$ cat config.mk
export PLATFORM = sky130hd
export DESIGN_NAME = sbht_wmul
export DESIGN_NICKNAME = d
export VERILOG_FILES = /design/src/rtl/sbht_pkg.sv /design/src/rtl/sbht_wmul.sv
export SDC_FILE = /design/constraint.sdc
export NUM_CORES = 2
export LEC_CHECK = 0
export BUFFER_PORTS_ARGS = -buffer_cell sky130_fd_sc_hd__buf_4
export CAP_MARGIN = 20
export CELL_PAD_IN_SITES_DETAIL_PLACEMENT = 0
export CELL_PAD_IN_SITES_GLOBAL_PLACEMENT = 1
export CORE_ASPECT_RATIO = 0.5
export CORE_MARGIN = 3
export CORE_UTILIZATION = 40
export CTS_BUF_LIST = sky130_fd_sc_hd__clkbuf_16
export DETAILED_ROUTE_END_ITERATION = 7
export GPL_ROUTABILITY_DRIVEN = 1
export PLACE_DENSITY_LB_ADDON = 0.1
export SYNTH_ARGS = -nofsm -noshare
export SYNTH_HDL_FRONTEND = slang
export SYNTH_SLANG_ARGS = --single-unit
$ cat constraint.sdc
create_clock -name clk_i -period 13.7 [get_ports clk_i]
set_clock_uncertainty 0.2 [all_clocks]
set_input_delay 2.74 -clock clk_i [delete_from_list [all_inputs] [get_ports clk_i]]
set_output_delay 2.74 -clock clk_i [all_outputs]
set_load 0.01 [all_outputs]
$ cat src/rtl/sbht_pkg.sv
// Shared constants and types for the segment band hit test.
// No dependencies; used by sbht_wmul and segment_band_hit_test_top.
`default_nettype none

package sbht_pkg;

  // Configuration register file
  localparam int unsigned CFG_DATA_W = 16;
  localparam int unsigned CFG_IDX_W  = 1;

  typedef enum logic [CFG_IDX_W-1:0] {
    CFG_TEAR_LENGTH = 1'b0,
    CFG_TEAR_WIDTH  = 1'b1
  } cfg_reg_e;

  localparam logic [CFG_DATA_W-1:0] TEAR_LENGTH_RST = 16'd77;
  localparam logic [CFG_DATA_W-1:0] TEAR_WIDTH_RST  = 16'd5;

  // Fixed field widths
  localparam int unsigned LEN_W     = 16;
  localparam int unsigned SCALE_W   = 12;
  localparam int unsigned IDX_W     = 16;
  localparam int unsigned FRAC_BITS = 8;

  // Scaled length/width (Q12.8) and their squares
  localparam int unsigned SL_W  = LEN_W + SCALE_W - FRAC_BITS;
  localparam int unsigned SL2_W = 2 * SL_W;

  // Wide multiplier: chunk size of one partial product, and its latency
  localparam int unsigned MUL_CHUNK = 32;
  localparam int unsigned MUL_LAT   = 3;

endpackage

`default_nettype wire

$ cat src/rtl/sbht_wmul.sv
// Pipelined unsigned wide multiplier, split into chunk-by-chunk partial products.
// Three register stages: partial products, row sums, final sum. Uses sbht_pkg.
`default_nettype none

module sbht_wmul #(
  parameter int unsigned AW = 34,
  parameter int unsigned BW = 34
) (
  input  wire logic             clk_i,
  input  wire logic             en_i,
  input  wire logic [AW-1:0]    a_i,
  input  wire logic [BW-1:0]    b_i,
  output logic      [AW+BW-1:0] p_o
);

  localparam int unsigned CW = sbht_pkg::MUL_CHUNK;
  localparam int unsigned NA = (AW + CW - 1) / CW;
  localparam int unsigned NB = (BW + CW - 1) / CW;
  localparam int unsigned RW = (NB + 1) * CW;
  localparam int unsigned PW = (NA + NB) * CW;

  logic [NA*CW-1:0] a_ext;
  logic [NB*CW-1:0] b_ext;

  logic [2*CW-1:0] pp_d [NA][NB];
  logic [2*CW-1:0] pp_q [NA][NB];
  logic [RW-1:0]   row_d [NA];
  logic [RW-1:0]   row_q [NA];
  logic [PW-1:0]   prod_d;
  logic [PW-1:0]   prod_q;

  assign a_ext = (NA*CW)'(a_i);
  assign b_ext = (NB*CW)'(b_i);

  // stage 1: chunk products
  always_comb begin
    for (int i = 0; i < NA; i++) begin
      for (int j = 0; j < NB; j++) begin
        pp_d[i][j] = (2*CW)'(a_ext[i*CW +: CW]) * (2*CW)'(b_ext[j*CW +: CW]);
      end
    end
  end

  // stage 2: one row per chunk of a
  always_comb begin
    for (int i = 0; i < NA; i++) begin
      row_d[i] = '0;
      for (int j = 0; j < NB; j++) begin
        row_d[i] = row_d[i] + (RW'(pp_q[i][j]) << (j * CW));
      end
    end
  end

  // stage 3: add the rows
  always_comb begin
    prod_d = '0;
    for (int i = 0; i < NA; i++) begin
      prod_d = prod_d + (PW'(row_q[i]) << (i * CW));
    end
  end

  always_ff @(posedge clk_i) begin
    if (en_i) begin
      for (int i = 0; i < NA; i++) begin
        for (int j = 0; j < NB; j++) begin
          pp_q[i][j] <= pp_d[i][j];
        end
        row_q[i] <= row_d[i];
      end
      prod_q <= prod_d;
    end
  end

  assign p_o = prod_q[AW+BW-1:0];

endmodule

`default_nettype wire

==> flow_metrics.tcl <==
set metrics [dict create \
    outcome "completed" \
    chipWidth_um 508 \
    rsz0062_at_grt "false" \
    synth-edff-count 307 \
    num_rows 91 \
    cts_root_buf "clkbuf_16" \
    syn-instance-count 5139 \
    ys.warnings.count 0 \
    register_area_um2 9220 \
    ys_ff_latch 307 \
    dp_hpwl_um 117000 \
    ant_nets 0 \
    htreeDepth 1 \
    routed_wl_um 159000 \
    port_buffers 137 \
    grt_use_total_pct 24.6 \
    grt_overflow 0 \
    timing_max_transition_violations_final 0 \
    drive_gt1_share_pct 4.28 \
    startpoint_type "input pin" \
    syn_area_um2 50300 \
    period_share_pct 76.6 \
    synth_area_per_cell_um2 9.79 \
    drtIter0Drc 2759 \
    finalWorstSetupSlack_ps 3200 \
    hp-start "pp_q[1][57]" \
    via_count 35627 \
    cts_buffers 31 \
    drc 0 \
    post-route-min-period_ps 10500 \
    drt-wirelength-per-cell_um 23.5 \
    top_layer_used "met4" \
    cts_sinks 307 \
    finalHoldViolCount 0 \
    slew_headroom_pct 23.3 \
    multi_input_area_um2 36600 \
    cts_setup_buffers 0 \
    n_fill_cell 12054 \
    clock_path_buffers 3 \
    final_core_util_pct 43.3 \
    cp-end-kind "flip-flop" \
    ys.flop_type "edfxtp_1" \
    synth_nets 6506 \
    mostFrequentLayoutCells "inv_1 (929), fa_1 (901), and2_1 (712), nand2_1 (561), ha_1 (396)" \
    die_area_um2 130000 \
    arrival_ps 10620 \
    antenna_found_initial 7 \
    syn2layout_area_growth_pct 6.67 \
    place_ws_ps 2600 \
    wl_met2_um 64900 \
    drv_cap 0 \
    hold_path.class "flip-flop to flip-flop" \
    timing.rr.start "pp_q[0][66]" \
    cp_data_required_time_ps 13830 \
    r2r_setup_slack_ps 9830 \
    dpl.cell_count 6705 \
    cts_tree "done" \
    critPathKind "input pin to flip-flop" \
    first_global_vias 37460 \
    finalWeightedCongestion 0.922 \
    worst_pin_slew_ps 1140 \
    via_per_inst 5.26 \
    clkLatencyLatePin_ps 580 \
    fin_cells 6768 \
    die_y_um 257 \
    max_freq_ghz 0.0953 \
    routedLengthMet1_um 76300 \
    cts_hold_buf 0 \
    initial_core_util_pct 40.6 \
    clk_pin_slew_ps 60 \
    grt_max_degree 86 \
    yosysSeqAreaShare_pct 18.3 \
    ios 138 \
    synth-async-reset-ratio_pct 0 \
    grt_pass1_wl_um 240000 \
    finalNetCount 6431 \
    path_max_fanout 34 \
    wl_met3_um 14600 \
    setup-tns-final_ps 0 \
    crit_start "a_i[12]" \
    drt_first_pass_iters 5 \
    final-setup-viol-count 0 \
    core_area_um2 124000 \
    cts_resized 0 \
    yosysUniqueCellTypes 74 \
    final_common_cell "inv_1" \
]
[cell families after synthesis]
logic type | synth area share, %
AOI/OAI and AO/OA | 7.68
buffers and inverters | 8.84
and+or+nand+nor | 16.3
DFF | 18.3
adders and majority gates | 45.7
xor gates and xnor gates | 3.01
muxes | 0.104
[synth_stat cells (5+ instances only)]
cell,instances,share of area [%]
nand3_1,46,0.46
nand4_1,38,0.47
a31oi_1,18,0.22
fa_1,901,36
o22ai_1,5,0.062
ha_1,396,9.8
a21o_1,107,1.6
o21a_1,23,0.34
nand2_1,561,4.2
nor2_1,108,0.81
a211o_1,9,0.16
nor3b_1,5,0.075
and3_1,22,0.27
a2111oi_0,10,0.17
nor4_1,6,0.075
or2_2,6,0.075
or4_1,9,0.13
xor2_1,51,0.89
xnor2_1,122,2.1
a221oi_1,5,0.087
o21bai_1,28,0.42
a21oi_1,183,1.8
and2_1,712,8.9
edfxtp_1,307,18
or3_1,9,0.11
a311oi_1,6,0.10
inv_1,927,6.9
buf_2,6,0.060
a21boi_0,7,0.10
o211ai_1,12,0.18
a211oi_1,19,0.28
o31ai_1,10,0.15
o31a_1,5,0.087
clkbuf_1,240,1.8
o221ai_1,8,0.14
nor3_1,17,0.17
nor2b_1,20,0.25
o21ai_0,93,0.93
nand2b_1,19,0.24
[path summary, 6_finish.rpt]
kind,end,depth (start not counted)
worst min register to register,row_q[0][119],0
worst min-delay path,row_q[0][119],0
worst max-delay path,pp_q[0][97],25
worst max register to register,row_q[0][64],11
[critical path: stages]
cell and delay, ps:
buf_4 510, and2_1 250, fa_1 460, fa_1 510, fa_1 520, inv_1 50
fa_1 470, inv_1 60, fa_1 500, inv_1 50, fa_1 530, inv_1 50
fa_1 500, fa_1 440, ha_1 420, a21oi_1 460, o21ai_0 160, nor2_1 110
o21ai_0 90, buf_4 170, a211oi_2 410, o31ai_2 200, a311oi_1 600, o31ai_1 200
xnor2_1 150
[flip-flops by register name, indices dropped and copies added (netlist names)]
signal  count
prod_q     68
pp_q      136
row_q     103
[metal layers]
layer | vias up | track usage [%]
met5 | - | 0
met4 | 0 | 4.54
met3 | 166 | 7.05
met2 | 1199 | 35.0
met1 | 18349 | 37.2
li1 | 15913 | -
[cell type report]
class | instances | share of cell area, %
Tap cell | 1674 | 3.90
Inverter | 927 | 6.48
Clock buffer | 31 | 1.45
Clock inverter | 26 | 0.646
Multi-Input combinational cell | 3653 | 68.3
Timing Repair Buffer | 144 | 2.03
Antenna cell | 6 | 0.0280
Sequential cell | 307 | 17.2
[metrics by stage]
stage	instance area, um^2	hold WS [ps]
after floorplan	50300	200
after CTS	53600	216
final	53700	216
after global placement	52500	202
after detailed placement	52500	205
after global routing	53600	226
Power is not shown: default switching activity piles up to over one toggle a cycle in this logic, so the estimate is an artifact.
